**src/rtl/rspw_pkg.sv**
```systemverilog
package rspw_pkg;

  // Fixed field widths and number format.
  localparam int unsigned CoordW       = 32;
  localparam int unsigned FracBits     = 24;
  localparam int unsigned CordicSteps  = 24;
  localparam int unsigned StepW        = 5;
  localparam int unsigned IterLimitDef = 1024;
  localparam int unsigned CfgIdxW      = 3;
  localparam int unsigned CfgDataW     = 64;

  // Datapath widths.
  localparam int unsigned EW    = CoordW + 1;
  localparam int unsigned MulW  = EW;
  localparam int unsigned ProdW = 2 * MulW;
  localparam int unsigned AccW  = 128;
  localparam int unsigned HalfW = 31;
  localparam int unsigned CordW = CoordW + 4;
  localparam int unsigned AngW  = 26;

  // Half a turn in Q.24 half-turn units.
  localparam logic signed [AngW-1:0] HalfTurn = AngW'(1) <<< FracBits;

  typedef struct packed {
    logic [10:0]        max_iterations;
    logic [9:0]         sweet_iteration;
    logic               alt_shapes;
    logic signed [31:0] cutoff;
    logic signed [31:0] radius;
    logic signed [31:0] offset_x;
    logic signed [31:0] offset_y;
    logic [63:0]        rotation_step;
  } cfg_t;

  typedef struct packed {
    logic signed [CoordW-1:0] point_x;
    logic signed [CoordW-1:0] point_y;
    logic signed [CoordW-1:0] point_z;
  } in_t;

  typedef struct packed {
    logic signed [CoordW-1:0] out_x;
    logic signed [CoordW-1:0] out_y;
    logic signed [CoordW-1:0] out_z;
    logic                     used_latched_point;
  } out_t;

  typedef enum logic [CfgIdxW-1:0] {
    RegMaxIter  = 3'd0,
    RegSweet    = 3'd1,
    RegAlt      = 3'd2,
    RegCutoff   = 3'd3,
    RegRadius   = 3'd4,
    RegOffX     = 3'd5,
    RegOffY     = 3'd6,
    RegRotStep  = 3'd7
  } reg_idx_e;

  typedef enum logic [3:0] {
    MulNone, MulAx2, MulAy2, MulCo2, MulRr, MulDd, MulEe,
    MulL00, MulL01, MulL10, MulL11, MulRxC, MulRyS, MulRxS, MulRyC
  } mul_sel_e;

  typedef enum logic [2:0] {
    AccHold, AccLoad, AccAdd, AccSub, AccAdd31, AccAdd62
  } acc_op_e;

  typedef enum logic [2:0] {
    HitNone, HitSquare, HitCircle, HitLemni, HitAngle, HitAngleZero
  } hit_sel_e;

  // Commands from the sequencer to the datapath.
  typedef struct packed {
    logic             load;
    mul_sel_e         mul_sel;
    acc_op_e          acc_op;
    logic             cut_eval;
    logic             rr_load;
    logic             dd_load;
    logic             e2_load;
    hit_sel_e         hit_sel;
    logic             cordic_init;
    logic             cordic_step;
    logic [StepW-1:0] cordic_k;
    logic             latch;
    logic             nx_load;
    logic             rot_commit;
    logic             out_load;
  } cmd_t;

  // Status from the datapath to the sequencer.
  typedef struct packed {
    logic pass;
    logic d_neg;
    logic eyu_zero;
    logic lemn_skip;
  } status_t;

  // Arctangent table in Q.24 half-turns.
  function automatic logic [AngW-1:0] atan_entry(input logic [StepW-1:0] k);
    logic [AngW-1:0] v;
    case (k)
      5'd0:    v = 26'd4194304;
      5'd1:    v = 26'd2476042;
      5'd2:    v = 26'd1308273;
      5'd3:    v = 26'd664100;
      5'd4:    v = 26'd333339;
      5'd5:    v = 26'd166832;
      5'd6:    v = 26'd83436;
      5'd7:    v = 26'd41721;
      5'd8:    v = 26'd20861;
      5'd9:    v = 26'd10430;
      5'd10:   v = 26'd5215;
      5'd11:   v = 26'd2608;
      5'd12:   v = 26'd1304;
      5'd13:   v = 26'd652;
      5'd14:   v = 26'd326;
      5'd15:   v = 26'd163;
      5'd16:   v = 26'd81;
      5'd17:   v = 26'd41;
      5'd18:   v = 26'd20;
      5'd19:   v = 26'd10;
      5'd20:   v = 26'd5;
      5'd21:   v = 26'd3;
      5'd22:   v = 26'd1;
      5'd23:   v = 26'd1;
      default: v = '0;
    endcase
    return v;
  endfunction

endpackage

```
**src/rtl/rspw_ctrl.sv**
```systemverilog
module rspw_ctrl #(
  parameter int unsigned ITERATION_LIMIT = rspw_pkg::IterLimitDef
) (
  input  logic              clk_i,
  input  logic              rst_ni,
  input  logic              start,
  output logic              busy,
  input  rspw_pkg::cfg_t    cfg_i,
  input  rspw_pkg::status_t status_i,
  output rspw_pkg::cmd_t    cmd_o
);
  import rspw_pkg::*;

  localparam int unsigned CntW = $clog2(ITERATION_LIMIT + 1);

  typedef enum logic [7:0] {
    StIdle  = 8'b0000_0001,
    StCut   = 8'b0000_0010,
    StShape = 8'b0000_0100,
    StCirc  = 8'b0000_1000,
    StLemn  = 8'b0001_0000,
    StCord  = 8'b0010_0000,
    StRot   = 8'b0100_0000,
    StOut   = 8'b1000_0000
  } state_e;

  state_e           state_q, state_d;
  logic [StepW-1:0] sub_q, sub_d;
  logic [CntW-1:0]  iter_q, iter_d;
  logic [CntW-1:0]  iters;
  logic             rad_neg;
  logic             sweet_match;
  logic             last_iter;

  // Iteration count saturates at the build-time limit.
  always_comb begin
    if (32'(cfg_i.max_iterations) > 32'(ITERATION_LIMIT)) begin
      iters = CntW'(ITERATION_LIMIT);
    end else begin
      iters = CntW'(cfg_i.max_iterations);
    end
  end

  assign rad_neg     = cfg_i.radius[31];
  assign sweet_match = (32'(iter_q) == 32'(cfg_i.sweet_iteration));
  assign last_iter   = ((32'(iter_q) + 32'd1) == 32'(iters));
  assign busy        = (state_q != StIdle);

  // Sequencer: one phase per state, sub_q steps through the phase.
  always_comb begin
    state_d        = state_q;
    sub_d          = sub_q;
    iter_d         = iter_q;
    cmd_o          = '0;
    cmd_o.cordic_k = sub_q;
    case (state_q)
      StIdle: begin
        if (start) begin
          cmd_o.load = 1'b1;
          sub_d      = '0;
          iter_d     = '0;
          state_d    = StCut;
        end
      end
      StCut: begin
        sub_d = sub_q + StepW'(1);
        case (sub_q)
          StepW'(0): cmd_o.mul_sel = MulAx2;
          StepW'(1): begin
            cmd_o.mul_sel = MulAy2;
            cmd_o.acc_op  = AccLoad;
          end
          StepW'(2): begin
            cmd_o.mul_sel = MulCo2;
            cmd_o.acc_op  = AccAdd;
          end
          StepW'(3): begin
            cmd_o.mul_sel  = MulRr;
            cmd_o.cut_eval = 1'b1;
          end
          default: begin
            cmd_o.rr_load = 1'b1;
            sub_d         = '0;
            if (status_i.pass || (iters == '0)) begin
              state_d = StOut;
            end else begin
              state_d = StShape;
            end
          end
        endcase
      end
      StShape: begin
        sub_d = '0;
        if (!cfg_i.alt_shapes) begin
          if (rad_neg) begin
            cmd_o.hit_sel = HitSquare;
            state_d       = StRot;
          end else begin
            state_d = StCirc;
          end
        end else if (rad_neg) begin
          if (status_i.eyu_zero) begin
            cmd_o.hit_sel = HitAngleZero;
            state_d       = StRot;
          end else begin
            cmd_o.cordic_init = 1'b1;
            state_d           = StCord;
          end
        end else if (status_i.d_neg) begin
          state_d = StRot;
        end else begin
          state_d = StLemn;
        end
      end
      StCirc: begin
        sub_d = sub_q + StepW'(1);
        case (sub_q)
          StepW'(0): cmd_o.mul_sel = MulDd;
          StepW'(1): begin
            cmd_o.mul_sel = MulEe;
            cmd_o.acc_op  = AccLoad;
          end
          StepW'(2): cmd_o.acc_op = AccAdd;
          default: begin
            cmd_o.hit_sel = HitCircle;
            sub_d         = '0;
            state_d       = StRot;
          end
        endcase
      end
      StLemn: begin
        sub_d = sub_q + StepW'(1);
        case (sub_q)
          StepW'(0): cmd_o.mul_sel = MulDd;
          StepW'(1): begin
            cmd_o.mul_sel = MulEe;
            cmd_o.dd_load = 1'b1;
          end
          StepW'(2): cmd_o.e2_load = 1'b1;
          StepW'(3): begin
            if (status_i.lemn_skip) begin
              sub_d   = '0;
              state_d = StRot;
            end else begin
              cmd_o.mul_sel = MulL00;
            end
          end
          StepW'(4): begin
            cmd_o.mul_sel = MulL01;
            cmd_o.acc_op  = AccLoad;
          end
          StepW'(5): begin
            cmd_o.mul_sel = MulL10;
            cmd_o.acc_op  = AccAdd31;
          end
          StepW'(6): begin
            cmd_o.mul_sel = MulL11;
            cmd_o.acc_op  = AccAdd31;
          end
          StepW'(7): cmd_o.acc_op = AccAdd62;
          default: begin
            cmd_o.hit_sel = HitLemni;
            sub_d         = '0;
            state_d       = StRot;
          end
        endcase
      end
      StCord: begin
        if (32'(sub_q) == CordicSteps) begin
          cmd_o.hit_sel = HitAngle;
          sub_d         = '0;
          state_d       = StRot;
        end else begin
          cmd_o.cordic_step = 1'b1;
          sub_d             = sub_q + StepW'(1);
        end
      end
      StRot: begin
        sub_d = sub_q + StepW'(1);
        case (sub_q)
          StepW'(0): begin
            cmd_o.mul_sel = MulRxC;
            cmd_o.latch   = sweet_match;
          end
          StepW'(1): begin
            cmd_o.mul_sel = MulRyS;
            cmd_o.acc_op  = AccLoad;
          end
          StepW'(2): begin
            cmd_o.mul_sel = MulRxS;
            cmd_o.acc_op  = AccSub;
          end
          StepW'(3): begin
            cmd_o.mul_sel = MulRyC;
            cmd_o.nx_load = 1'b1;
            cmd_o.acc_op  = AccLoad;
          end
          StepW'(4): cmd_o.acc_op = AccAdd;
          default: begin
            cmd_o.rot_commit = 1'b1;
            sub_d            = '0;
            iter_d           = iter_q + CntW'(1);
            if (last_iter) begin
              state_d = StOut;
            end else begin
              state_d = StShape;
            end
          end
        endcase
      end
      StOut: begin
        cmd_o.out_load = 1'b1;
        state_d        = StIdle;
      end
      default: state_d = StIdle;
    endcase
  end

  always_ff @(posedge clk_i or negedge rst_ni) begin
    if (!rst_ni) begin
      state_q <= StIdle;
      sub_q   <= '0;
      iter_q  <= '0;
    end else begin
      state_q <= state_d;
      sub_q   <= sub_d;
      iter_q  <= iter_d;
    end
  end

endmodule

```
**config.mk**
```make
export PLATFORM = sky130hd
export DESIGN_NAME = rspw_ctrl
export DESIGN_NICKNAME = d
export VERILOG_FILES = /design/src/rtl/rspw_pkg.sv /design/src/rtl/rspw_ctrl.sv
export SDC_FILE = /design/constraint.sdc
export NUM_CORES = 1
export LEC_CHECK = 0
export BUFFER_PORTS_ARGS = -buffer_cell sky130_fd_sc_hd__buf_2
export CAP_MARGIN = 10
export CORE_AREA = 2 2 97 99
export DETAILED_ROUTE_END_ITERATION = 8
export DIE_AREA = 0 0 99 101
export HOLD_SLACK_MARGIN = 0.06
export MAX_ROUTING_LAYER = met4
export SETUP_SLACK_MARGIN = 0.15
export SYNTH_ARGS = -nofsm -noshare
export SYNTH_HDL_FRONTEND = slang
export SYNTH_SLANG_ARGS = --single-unit
```
**constraint.sdc**
```tcl
create_clock -name clk_i -period 3.3 [get_ports clk_i]
set_input_delay 0.165 -clock clk_i [delete_from_list [all_inputs] [get_ports clk_i]]
set_output_delay 0.165 -clock clk_i [all_outputs]
set_load 0.01 [all_outputs]
```
==> run metrics <==
TritonCTS Sinks=24; Fin. Hold Viols=0; CP Capture Point=cmd_o[1]; crit-path max cell delay=470 ps; initial DRC count=129; CP top delay family=simple AND/OR/NAND/NOR gates; most frequent cells in the layout=56 x buf_2, 31 x nor2_1, 26 x o21ai_0; Routed WL=7.33 mm; CTS tree=yes; global-route wire length before repair=12.1 mm; area grow syn2layout=18.1%; synth top area cells=dfrtp_1 25%, xnor2_1 6.6%, o21ai_0 5.8%; post-synthesis simple-gate area fraction=0.327; RSZ-0062 raised after global routing=no; P_leak=0.00119 µW; Arrival @ worst endpoint=2530 ps; kind of critical path=reg2out; post-route ant nets=0; Distinct cells, synth=56; Die ar.=0.0100 mm²; area share of the largest cell type after synthesis=0.255; clk slew on worst S/H paths=100 ps; Placed Cells=443; Top FF cell, synth=dfrtp_1; share of cells above drive strength 1=0.234; Die W=99 µm; Slew headroom=0.449; most common cell after layout, fill and taps aside=buf_2; Critical Path RT=3130 ps; port buffer count=56; Fillers=983; cell count after synthesis=289; status=finished, final reports clean; Hold Buf Count CTS=1; R2R depth=9; Synthesized Nets=515; vias per inst=5.32; largest family of logic cells by synthesized area=simple AND/OR/NAND/NOR gates; total congestion overflow=0; Layout Nets=564; Ports=248; CP Max Fanout=17; Clock Latency Late Sink=280 ps; vias in the first global route=2277; Slowest cell on crit path=dfrtp_1; post-synthesis mux area share=0.00443; min cycle time layout=2690 ps; synthesis-stage register bit count=24; worst min path class=in2reg; Setup TNS=0 ps; Finished Layout Cells=450; Post-synth EDFFs=0; FF-to-FF setup slack=690 ps; placed inst area=0.00260 mm²; Mapped Avg Cell Area=7.81 µm²; Die H=101 µm; worst vdd ir=0.209 mV; FMAX=0.371 GHz; Worst Setup Start Kind=flop; leading area contributor after synthesis=dfrtp_1; skew final=9.55 ps; Critical path buffers and inverters=4; Synth Area in Adders=0.0277; Final Setup Violations=0; core area=0.00898 mm²; num rows=35; CP Capture Type=output pin; FF-to-FF Start=sub_q[0]$_DFFE_PN0P_; Crit. Startpoint=sub_q[0]$_DFFE_PN0P_; postcts setup bufs=0; Synth Area in XOR/XNOR=0.0997; final count of pins violating max slew=0; Longest Clk Path Bufs=2; initial core utilization=0.252; FF-to-FF End=sub_q[3]$_DFFE_PN0P_; CP Depth=9; Max Cap Viol=0; hpwl dp=5.89 mm; Crit path top cell by count=inv_1; initial antenna violation count=2; Slew @ Worst Pin=825 ps; clock root buffer master=clkbuf_8; router iterations before antenna repair=4; Synth async-reset ratio=1.00; CTS resizes=0; Final period util=0.817; WL/cell=16.3 µm; power density cells=412 mW/mm²; CTS H-tree lvls=1; vias=2393; sequential-to-total area share from yosys stat=0.266; CP Cell Sequence=inv_1, ha_1, nor3_2, nor2_1, o21ai_2, buf_4, nand2_1, inv_1, buf_2; # DRC=0; Mapped Area=0.00226 mm²; Synth Area in Compound Gates=0.209; Power Total=1100 µW; Final Cell Area=0.00267 mm²; largest net degree at the start of global routing=25; Ys Warns=0; CTS Buf Count=3; final RePlAce weighted congestion=0.905; Global Route Usage Sum=0.155
worst register-to-register path: cells and delay by family, from the launching register on:
kind | cells | cell delay [ps]
DFF | 1 | 470
buffers and inverters | 2 | 350
AOI/OAI and AO/OA | 2 | 420
and+or+nand+nor | 4 | 920
adders and majority gates | 1 | 330
Yosys cell counts (5+ instances only):
cell / n
nor2b_1: 9
nor3_1: 11
and3_1: 5
inv_1: 12
nand2b_1: 5
xor2_1: 6
nand4b_1: 5
ha_1: 5
nor2_1: 31
nand2_1: 18
clkbuf_1: 8
nand3_1: 17
o22ai_1: 5
o31ai_1: 6
a21oi_1: 12
dfrtp_1: 23
xnor2_1: 17
o21ai_0: 26
layer usage:
| metal | track usage | share of wire | vias to the layer above |
|---|---|---|---|
| met1 | 0.221 | 0.48 | 1165 |
| li1 | - | - | 1153 |
| met5 | - | 0 | - |
| met3 | 0.0264 | 0.050 | 5 |
| met2 | 0.233 | 0.46 | 70 |
| met4 | 0.0285 | 0.0065 | 0 |
layout make-up:
cell class,count,area [µm²],area share
tap,111,139,0.0521
sequential,24,602,0.226
antenna,2,5.00,0.00188
timing repair buffer,60,313,0.117
multi-input combinational,237,1510,0.566
clock buffer,4,55.1,0.0206
inverter,12,45.0,0.0169
power by group:
group | internal (µW) | total, µW | switching, µW
clock network | 107 | 212 | 105
registers | 323 | 362 | 39.3
logic | 185 | 525 | 340
per-stage QoR:
step | hold slack [ps] | utilization | setup WS, ps
6_report | 124 | 0.297 | 605
5_1_grt | 145 | 0.297 | 366
4_1_cts | 125 | 0.297 | 611
3_5_place_dp | 212 | 0.289 | 735
3_3_place_gp | 206 | 0.289 | 761
2_1_floorplan | -131 | - | 755
how the worst min path moves through the flow:
stage	startpoint	end	cells past startpoint
detailed placement	rst_ni	sub_q[2]$_DFFE_PN0P_	1
global placement	rst_ni	iter_q[9]$_DFFE_PN0P_	1
CTS	cfg_i[192]	state_q[3]$_DFFE_PN0P_	2
global route	cfg_i[192]	state_q[3]$_DFFE_PN0P_	2
finish	cfg_i[192]	state_q[3]$_DFFE_PN0P_	2
floorplan	rst_ni	iter_q[0]$_DFFE_PN0P_	0
registers in the layout, indices dropped and copies added, names as in the netlist:
| signal | flops |
|---|---|
| sub_q | 5 |
| iter_q | 11 |
| state_q | 8 |
cells by family after synthesis:
family / Yosys count
AOI/OAI and AO/OA: 75
DFF: 24
buffers and inverters: 28
xor gates and xnor gates: 24
adders and majority gates: 5
and+or+nand+nor: 132
muxes: 1
Note: power is estimated with default switching activity, not from simulation.
