===== src/rtl/rspw_pkg.sv =====
package rspw_pkg;

  // Fixed field widths and number format.
  localparam int unsigned CoordW       = 32;
  localparam int unsigned FracBits     = 24;
  localparam int unsigned CordicSteps  = 24;
  localparam int unsigned StepW        = 5;
  localparam int unsigned IterLimitDef = 1024;
  localparam int unsigned CfgIdxW      = 3;
  localparam int unsigned CfgDataW     = 64;

  // Datapath widths.
  localparam int unsigned EW    = CoordW + 1;
  localparam int unsigned MulW  = EW;
  localparam int unsigned ProdW = 2 * MulW;
  localparam int unsigned AccW  = 128;
  localparam int unsigned HalfW = 31;
  localparam int unsigned CordW = CoordW + 4;
  localparam int unsigned AngW  = 26;

  // Half a turn in Q.24 half-turn units.
  localparam logic signed [AngW-1:0] HalfTurn = AngW'(1) <<< FracBits;

  typedef struct packed {
    logic [10:0]        max_iterations;
    logic [9:0]         sweet_iteration;
    logic               alt_shapes;
    logic signed [31:0] cutoff;
    logic signed [31:0] radius;
    logic signed [31:0] offset_x;
    logic signed [31:0] offset_y;
    logic [63:0]        rotation_step;
  } cfg_t;

  typedef struct packed {
    logic signed [CoordW-1:0] point_x;
    logic signed [CoordW-1:0] point_y;
    logic signed [CoordW-1:0] point_z;
  } in_t;

  typedef struct packed {
    logic signed [CoordW-1:0] out_x;
    logic signed [CoordW-1:0] out_y;
    logic signed [CoordW-1:0] out_z;
    logic                     used_latched_point;
  } out_t;

  typedef enum logic [CfgIdxW-1:0] {
    RegMaxIter  = 3'd0,
    RegSweet    = 3'd1,
    RegAlt      = 3'd2,
    RegCutoff   = 3'd3,
    RegRadius   = 3'd4,
    RegOffX     = 3'd5,
    RegOffY     = 3'd6,
    RegRotStep  = 3'd7
  } reg_idx_e;

  typedef enum logic [3:0] {
    MulNone, MulAx2, MulAy2, MulCo2, MulRr, MulDd, MulEe,
    MulL00, MulL01, MulL10, MulL11, MulRxC, MulRyS, MulRxS, MulRyC
  } mul_sel_e;

  typedef enum logic [2:0] {
    AccHold, AccLoad, AccAdd, AccSub, AccAdd31, AccAdd62
  } acc_op_e;

  typedef enum logic [2:0] {
    HitNone, HitSquare, HitCircle, HitLemni, HitAngle, HitAngleZero
  } hit_sel_e;

  // Commands from the sequencer to the datapath.
  typedef struct packed {
    logic             load;
    mul_sel_e         mul_sel;
    acc_op_e          acc_op;
    logic             cut_eval;
    logic             rr_load;
    logic             dd_load;
    logic             e2_load;
    hit_sel_e         hit_sel;
    logic             cordic_init;
    logic             cordic_step;
    logic [StepW-1:0] cordic_k;
    logic             latch;
    logic             nx_load;
    logic             rot_commit;
    logic             out_load;
  } cmd_t;

  // Status from the datapath to the sequencer.
  typedef struct packed {
    logic pass;
    logic d_neg;
    logic eyu_zero;
    logic lemn_skip;
  } status_t;

  // Arctangent table in Q.24 half-turns.
  function automatic logic [AngW-1:0] atan_entry(input logic [StepW-1:0] k);
    logic [AngW-1:0] v;
    case (k)
      5'd0:    v = 26'd4194304;
      5'd1:    v = 26'd2476042;
      5'd2:    v = 26'd1308273;
      5'd3:    v = 26'd664100;
      5'd4:    v = 26'd333339;
      5'd5:    v = 26'd166832;
      5'd6:    v = 26'd83436;
      5'd7:    v = 26'd41721;
      5'd8:    v = 26'd20861;
      5'd9:    v = 26'd10430;
      5'd10:   v = 26'd5215;
      5'd11:   v = 26'd2608;
      5'd12:   v = 26'd1304;
      5'd13:   v = 26'd652;
      5'd14:   v = 26'd326;
      5'd15:   v = 26'd163;
      5'd16:   v = 26'd81;
      5'd17:   v = 26'd41;
      5'd18:   v = 26'd20;
      5'd19:   v = 26'd10;
      5'd20:   v = 26'd5;
      5'd21:   v = 26'd3;
      5'd22:   v = 26'd1;
      5'd23:   v = 26'd1;
      default: v = '0;
    endcase
    return v;
  endfunction

endpackage


===== src/rtl/rspw_cfg.sv =====
module rspw_cfg (
  input  logic                          clk_i,
  input  logic                          rst_ni,
  input  logic                          cfg_valid_i,
  input  logic [rspw_pkg::CfgIdxW-1:0]  cfg_index_i,
  input  logic [rspw_pkg::CfgDataW-1:0] cfg_data_i,
  output logic                          cfg_ready_o,
  output rspw_pkg::cfg_t                cfg_o
);
  import rspw_pkg::*;

  cfg_t cfg_q, cfg_d;

  // The register file takes a beat in every cycle.
  assign cfg_ready_o = 1'b1;
  assign cfg_o       = cfg_q;

  // Decode the register index of a write beat.
  always_comb begin
    cfg_d = cfg_q;
    if (cfg_valid_i) begin
      case (reg_idx_e'(cfg_index_i))
        RegMaxIter: cfg_d.max_iterations  = cfg_data_i[10:0];
        RegSweet:   cfg_d.sweet_iteration = cfg_data_i[9:0];
        RegAlt:     cfg_d.alt_shapes      = cfg_data_i[0];
        RegCutoff:  cfg_d.cutoff          = cfg_data_i[31:0];
        RegRadius:  cfg_d.radius          = cfg_data_i[31:0];
        RegOffX:    cfg_d.offset_x        = cfg_data_i[31:0];
        RegOffY:    cfg_d.offset_y        = cfg_data_i[31:0];
        RegRotStep: cfg_d.rotation_step   = cfg_data_i;
        default:    cfg_d = cfg_q;
      endcase
    end
  end

  always_ff @(posedge clk_i or negedge rst_ni) begin
    if (!rst_ni) begin
      cfg_q.max_iterations  <= 11'd25;
      cfg_q.sweet_iteration <= 10'd3;
      cfg_q.alt_shapes      <= 1'b0;
      cfg_q.cutoff          <= 32'sd16777216;
      cfg_q.radius          <= 32'sd6710886;
      cfg_q.offset_x        <= 32'sd10066330;
      cfg_q.offset_y        <= 32'sd0;
      cfg_q.rotation_step   <= 64'd69793772614953508;
    end else begin
      cfg_q <= cfg_d;
    end
  end

endmodule


===== config.mk =====
export PLATFORM = sky130hd
export DESIGN_NAME = rspw_cfg
export DESIGN_NICKNAME = d
export VERILOG_FILES = /design/src/rtl/rspw_pkg.sv /design/src/rtl/rspw_cfg.sv
export SDC_FILE = /design/constraint.sdc
export NUM_CORES = 1
export LEC_CHECK = 0
export ABC_AREA = 1
export BUFFER_PORTS_ARGS = -buffer_cell sky130_fd_sc_hd__buf_2
export CORE_ASPECT_RATIO = 1.75
export CORE_MARGIN = 2
export CORE_UTILIZATION = 35
export CTS_CLUSTER_SIZE = 24
export DETAILED_ROUTE_END_ITERATION = 10
export PLACE_DENSITY = 0.68
export SLEW_MARGIN = 15
export SYNTH_ARGS = -nofsm -noshare
export SYNTH_HDL_FRONTEND = slang
export SYNTH_SLANG_ARGS = --single-unit

===== constraint.sdc =====
create_clock -name clk_i -period 1.1 [get_ports clk_i]
set_input_delay 0.055 -clock clk_i [delete_from_list [all_inputs] [get_ports clk_i]]
set_output_delay 0.055 -clock clk_i [all_outputs]
set_load 0.05 [all_outputs]

==> summary.md, run 1 <==
| Metric | Value |
|---|---|
| Status | `finished with violations` |
| Failing checks | `negative setup slack` |
| CTS max path bufs | `3` |
| Hold Path Depth | `5` |
| CP Buf/Inv Count | `1` |
| First-pass GRT wire length | `around 48 mm` |
| Synth warn | `0` |
| Crit end category | `output pin` |
| TritonRoute pass-1 iters | `6` |
| Core area | `around 23,000 sq um` |
| Mapped cell area | `a little over 8000 sq um` |
| Synth cell types | `15` |
| Skew final | `0 ns` |
| Area leader, netlist | `dfrtp_1` |
| Cells after Synth | `930` |
| Fmax achieved | `0.7768 GHz` |
| DR vias | `8,159` |
| Critical Path Slowest Stage Cell | `dfstp_2` |
| Remaining antenna violation count | `0` |
| CP startpoint kind | `register` |
| Design area | `~14,000 sq um` |
| Port bufs | `283` |
| Final worst-path cycle share | `117.0%` |
| Chip Height | `207.5 um` |
| NumNets Final | `~1,500` |
| Final wirelength | `around 31 mm` |
| GR Util All Layers | `about a quarter` |
| Leak Pwr | `about 7.4 nW` |
| DIE WIDTH | `around 120 um` |
| Yosys top cell area share | `approximately 47%` |
| Layout cell share with drive strength beyond 1 | `36.22%` |
| Crit-path leading delay family | `flip-flops` |
| Slew Limit Fails | `0` |
| Filler Cell Count | `between 1,500 and 2,000` |
| Via density | `roughly 4.8` |
| Final setup violation count | `roughly 200` |
| Clk pwr share | `22.3%` |
| Hold path start | `cfg_index_i[0]` |
| NetSw | `about 12 mW` |
| Flop pwr share | `between 30% and 40%` |
| Std-Cell Rows | `74` |
| Crit path time final | `1.287 ns` |
| Starting Density | `35.51%` |
| Root Driver | `clkbuf_16` |
| Max FFs per register | `between 200 and 250` |
| Vias in the first global route | `~8,600` |
| Clock Latency Late Sink | `between 0.4 and 0.5 ns` |
| Fin util | `between 50% and 60%` |
| RSZ-0062 raised after global routing | `yes` |
| Synth area leaders | `dfrtp_1 (47%), nand2_1 (27%), dfstp_2 (18%), nand3_1 (3.3%), buf_2 (1.7%)` |
| Initial drt markers | `~640` |
| Combinational Power Share | `a little over two fifths` |
| Internal Power | `18.22 mW` |
| Multi-input logic area | `between 2000 and 3000 sq um` |
| Critical path cell sequence | `buf_8` |
| Worst setup margin | `-0.1873 ns` |
| Post-synthesis register bit count | `214` |
| Largest net degree at the start of global routing | `48` |
| GPL Wtd Cong | `0.8048` |
| I/O pins | `about 290` |
| Critical path class | `reg2out` |
| Area Growth Syn to Fin | `67.28%` |
| DRC viols | `0` |
| CTS tree | `yes` |
| Crit. path cell count | `1` |
| Final Hold Violating Endpoints | `0` |
| Detailed placement HPWL | `approximately 19 mm` |
| Number of buffers created by CTS | `21` |
| Worst Path Required | `roughly 1.0 ns` |
| DP Worst Slack | `-0.03113 ns` |
| Antenna diodes | `0` |
| Sink Count | `~210` |
| Initial antenna violation count | `0` |
| Reg2reg start | `cfg_o[131]` |
| Hold Crit Class | `in2reg` |
| Crit. Startpoint | `cfg_o[48]` |
| Max stage delay on crit path | `0.57 ns` |
| H-tree depth | `1` |
| Register area | `about 5400 sq um` |
| Avg Cell Area, Syn | `~8.9 sq um` |
| Total Die Area | `between 20,000 and 25,000 sq um` |
| Synth Net Count | `~1,000` |
| Reg2Reg Depth | `4` |
| Post-DR wirelength/cell | `between 15 and 20 um` |
| Seq/Total Area, Yosys | `65.49%` |
| Max Cap Viol | `0` |
| Placed Area | `slightly above 10,000 sq um` |
| Pwr/cell area | `~2200 nW/um^2` |
| CP Max Fanout | `2` |
| Total grt overflow | `0` |
| Sw Share | `between 40% and 50%` |
| Crit path arrival time | `between 1 and 1.5 ns` |
| Worst VDD drop | `approximately 1500 uV` |
| Clock transition at path regs | `around 0.060 ns` |
-- stage by stage --
| step | power (mW) | cells | TNS [ns] | hold WS [ns] |
|---|---|---|---|---|
| 2_1_floorplan | 17.17 | 930 | 0 | -0.2406 |
| 3_3_place_gp | 19.74 | 1506 | -0.08126 | -0.02172 |
| 3_5_place_dp | 19.87 | 1506 | -0.2603 | -0.02326 |
| 4_1_cts | 29.83 | 1646 | -14.95 | 0.002527 |
| 5_1_grt | 31.54 | 1701 | -17.10 | 0.06189 |
| 6_report | 30.43 | 1701 | -11.40 | 0.02889 |
-- metal layers --
metal	vias to the layer above	part of all wire (%)	wire [um]	track usage, %
met5	-	0	0	0
met4	0	7.5	2344	16.84
met3	127	5.2	1634	3.654
met2	361	52	16440	42.75
met1	3939	35	11000	27.04
li1	3732	-	-	-
-- timing repair --
action	CTS	global route
setup buffers	36	55
hold buffers	68	0
pin swaps	0	1
setup endpoints to repair	214	247
endpoints found under the hold margin	382	0
gates resized for setup	484	9
-- worst register-to-register path, delay by kind of cell (launching register included) --
kind / cells / cell delay (ns)
AND/OR/NAND/NOR: 2 / 0.15
buffers and inverters: 2 / 0.26
flip-flops: 1 / 0.41
-- layout make-up --
| cell class | instances | area share (%) |
|---|---|---|
| clock buffer | 32 | 4.306 |
| clock inverter | 4 | 0.2167 |
| inverter | 6 | 0.1625 |
| multi-input combinational | 664 | 18.90 |
| sequential | 214 | 39.15 |
| tap | 304 | 2.744 |
| timing repair buffer | 477 | 34.51 |
-- cell usage in the layout, fill, tap and decap left out, drive strengths merged --
cell type | synthesis | routed
dfrtp | 157 | 157
clkinvlp | 0 | 1
conb | 1 | 1
dlygate4sd3 | 0 | 67
nand3 | 54 | 54
clkinv | 0 | 3
dlymetal6s4s | 0 | 1
inv | 6 | 6
dfstp | 57 | 57
buf | 35 | 409
clkbuf | 11 | 32
nor2 | 8 | 8
nand2 | 601 | 601
-- path summary, 6_finish.rpt --
kind | to | slack (ns)
max in group asynchronous | cfg_o[119] | 0.39
setup reg to reg | cfg_o[131] | 0.15
hold reg to reg | cfg_o[44] | 0.48
hold / removal | cfg_o[192] | 0.03
min in group asynchronous | cfg_o[74] | 0.05
setup / recovery | cfg_o[48] | -0.19
-- cells in the mapped netlist (all sizes together) --
master	n
buf	35
nand3	54
nor2	8
conb	1
dfrtp	157
clkbuf	11
dfstp	57
inv	6
nand2	601
-- power groups by stage --
stage | combinational (mW) | sequential, mW | clock (mW)
2_1_floorplan | 1.33 | 15.8 | 0
3_5_place_dp | 9.33 | 10.5 | 0
6_report | 12.7 | 10.9 | 6.80
4_1_cts | 12.0 | 10.9 | 6.94
3_3_place_gp | 9.22 | 10.5 | 0
5_1_grt | 13.2 | 11.1 | 7.25
-- cell families after synthesis --
| family | count (synthesis) | share of synthesized area (%) |
|---|---|---|
| other | 1 | 0.04526 |
| DFF | 214 | 65.49 |
| and+or+nand+nor | 663 | 31.09 |
| buffers and inverters | 52 | 3.367 |
Note: power is estimated with default switching activity, not from simulation.
==> run 2: changes to the inputs <==
--- a/config.mk
+++ b/config.mk
@@ -5,7 +5,6 @@
 export SDC_FILE = /design/constraint.sdc
 export NUM_CORES = 1
 export LEC_CHECK = 0
-export ABC_AREA = 1
 export BUFFER_PORTS_ARGS = -buffer_cell sky130_fd_sc_hd__buf_2
 export CORE_ASPECT_RATIO = 1.75
 export CORE_MARGIN = 2
@@ -13,6 +12,7 @@
 export CTS_CLUSTER_SIZE = 24
 export DETAILED_ROUTE_END_ITERATION = 10
 export PLACE_DENSITY = 0.68
+export SETUP_SLACK_MARGIN = 0.02
 export SLEW_MARGIN = 15
 export SYNTH_ARGS = -nofsm -noshare
 export SYNTH_HDL_FRONTEND = slang
==> run 2 against run 1 <==
- the flow still finishes with violations (negative setup slack)
- sequential power increased by 5%
- die area fell by 0.35%
- highest routed layer unchanged
- final area fell by 1.3%
- non-clock buffer count down 40
- synthesized area is 0.36% lower
- critical path type unchanged
- core utilization down 0.53 points
- sequential cell count stayed put
- clock-buffer cell count shrank 1
==> summary.md, run 2 <==
| Metric | Value |
|---|---|
| Total Die Area | `roughly 25,000 sq um` |
| Synth warn | `0` |
| First-pass GRT wire length | `approximately 37 mm` |
| Yosys top cell area share | `a little under half` |
| DR vias | `5,681` |
| Mapped cell area | `around 8300 sq um` |
| Area leader, netlist | `dfrtp_1` |
| Final worst-path cycle share | `115.0%` |
| CP Max Fanout | `2` |
| Leak Pwr | `6.356 nW` |
| Synth area leaders | `dfrtp_1 (48%), mux2_2 (24%), dfstp_2 (18%), mux2_4 (5.5%), buf_2 (1.1%)` |
| Pwr/cell area | `2409 nW/um^2` |
| Avg Cell Area, Syn | `approximately 18 sq um` |
| Final setup violation count | `161` |
| Max FFs per register | `roughly 210` |
| Sink Count | `between 200 and 250` |
| Clock Latency Late Sink | `0.49 ns` |
| Post-synthesis register bit count | `between 200 and 250` |
| Core area | `23,240 sq um` |
| Most common cell after layout, fill and taps aside | `mux2_2` |
| Clock transition at path regs | `around 0.060 ns` |
| Area Growth Syn to Fin | `65.73%` |
| Chip Height | `~210 um` |
| RSZ-0062 raised after global routing | `yes` |
| GR Util All Layers | `19.19%` |
| Remaining antenna violation count | `0` |
| GPL Wtd Cong | `roughly 0.76` |
| Worst VDD drop | `roughly 1500 uV` |
| Synth Net Count | `between 500 and 600` |
| WHS | `approximately 0.055 ns` |
| Worst Path Required | `1.04 ns` |
| Final Non-Filler Cells | `between 1,000 and 1,500` |
| Synth cell types | `14` |
| Starting Density | `between 30 and 40%` |
| Commonest cells post-synth | `mux2_2 (176), dfrtp_1 (157), dfstp_2 (57), mux2_4 (30), buf_2 (18)` |
| Count leader, synth | `mux2_2` |
| Total grt overflow | `0` |
| EDFF count, synth | `0` |
| Failing checks | `negative setup slack` |
| Root Driver | `clkbuf_16` |
| Hold Crit Class | `in2async` |
| Most frequent cells in the layout | `mux2_2 (168), dfrtp_1 (157), buf_6 (157)` |
| Via density | `4.680` |
| Layout cell share with drive strength beyond 1 | `73.85%` |
| Filler Cell Count | `1,651` |
| Largest net degree at the start of global routing | `between 40 and 50` |
| Final Hold Violating Endpoints | `0` |
| Slew Limit Fails | `0` |
| TritonRoute pass-1 iters | `4` |
| Number of buffers created by CTS | `21` |
| Critical path cell sequence | `buf_8` |
| CP Buf/Inv Count | `1` |
| Initial drt markers | `around 200` |
| Critical Path Slowest Stage Cell | `dfstp_2` |
| Post-DR wirelength/cell | `between 20 and 25 um` |
| Std-Cell Rows | `74` |
| Fmax achieved | `between 0.7 and 0.8 GHz` |
| Max stage delay on crit path | `around 0.56 ns` |
| Placed insts | `roughly 1,100` |
| Final wirelength | `around 24 mm` |
| CP startpoint kind | `register` |
| Crit-path leading delay family | `flip-flops` |
| Cells after Synth | `463` |
| Ys flop type | `dfrtp_1` |
| CTS max path bufs | `3` |
| Crit path time final | `around 1.3 ns` |
| Ys async rst share | `100.0%` |
| Skew final | `0 ns` |
| Worst setup margin | `-0.1653 ns` |
| Critical path class | `reg2out` |
| Initial antenna violation count | `0` |
| Crit end category | `output pin` |
| Antenna diodes | `0` |
| Port bufs | `283` |
| I/O pins | `285` |
| NumNets Final | `967` |
| Status | `finished with violations` |
| Fin util | `slightly below 60%` |
| Detailed placement HPWL | `around 15 mm` |
| Max Cap Viol | `0` |
| DP Worst Slack | `-0.2499 ns` |
| Crit path arrival time | `between 1 and 1.5 ns` |
| CTS tree | `yes` |
| DIE WIDTH | `approximately 120 um` |
| DRC viols | `0` |
| Seq/Total Area, Yosys | `65.73%` |
| Vias in the first global route | `~6,300` |
| H-tree depth | `1` |
[run 2: cell count changes in the layout (fill, tap and decap cells not counted), moves of 3 or more]
cell / change
inv_1: -4
nor2_4: -5
mux2_4: +39
nand3_1: -54
nand2_1: -597
mux2_2: +168
buf_4: -38
nand4b_2: +3
mux2_1: +7
[run 2: cell type report]
class / instances / area (sq um) / share of cell area (%)
sequential: 214 / 5426 / 39.66
timing repair buffer: 437 / 4497 / 32.87
multi-input combinational: 223 / 2710 / 19.81
clock buffer: 31 / 593.1 / 4.335
tap: 304 / 380.4 / 2.780
clock inverter: 5 / 75.07 / 0.5487
[run 2: final timing paths]
path                           startpoint         end  slack, ns  cells past startpoint
setup / recovery                cfg_o[47]   cfg_o[47]      -0.17                      1
hold / removal                     rst_ni   cfg_o[61]       0.06                      2
setup reg to reg               cfg_o[202]  cfg_o[202]       0.06                      3
hold reg to reg                 cfg_o[31]   cfg_o[31]       0.52                      1
max in group asynchronous          rst_ni  cfg_o[119]       0.44                      3
min in group clk_i         cfg_index_i[1]  cfg_o[128]       0.16                      4
[run 2: report_power, final]
part           internal, mW  switching [mW]  leakage (nW)
clock network          4.19            2.95         0.329
logic                  5.99            8.44          3.54
registers              9.98            1.40          2.48
total                  20.2            12.8          6.36
[run 2: cell families after synthesis]
family,synth area share (%)
mux,30.55
flops,65.73
simple gates,1.349
buf+inv,2.319
other cells,0.04542
[run 2: stage by stage]
| step | setup TNS (ns) | instance area, sq um | power [mW] |
|---|---|---|---|
| finish | -9.680 | 13680 | 32.95 |
| global route | -15.87 | 13680 | 34.06 |
| CTS | -13.46 | 13440 | 32.62 |
| detailed placement | -28.94 | 10400 | 21.90 |
| global placement | -25.98 | 10400 | 21.75 |
| floorplan | -2.453 | 8312 | 19.04 |
[run 2: per-layer routing]
layer  part of all wire (%)  vias to the layer above  track usage, %  wire [um]
li1                       -                     2509               -          -
met1                     35                     2892           20.35       8451
met2                     55                      208           35.13      13300
met3                    4.7                       72           3.056       1144
met4                    6.0                        0           11.20       1465
met5                      0                        -               0          0
[run 2: repair_timing]
action	4_1_cts	5_1_grt
buffers inserted	23	31
hold buffers	65	0
endpoints found under the setup margin	214	214
endpoints found under the hold margin	393	0
cloned	0	0
gates resized for setup	484	2
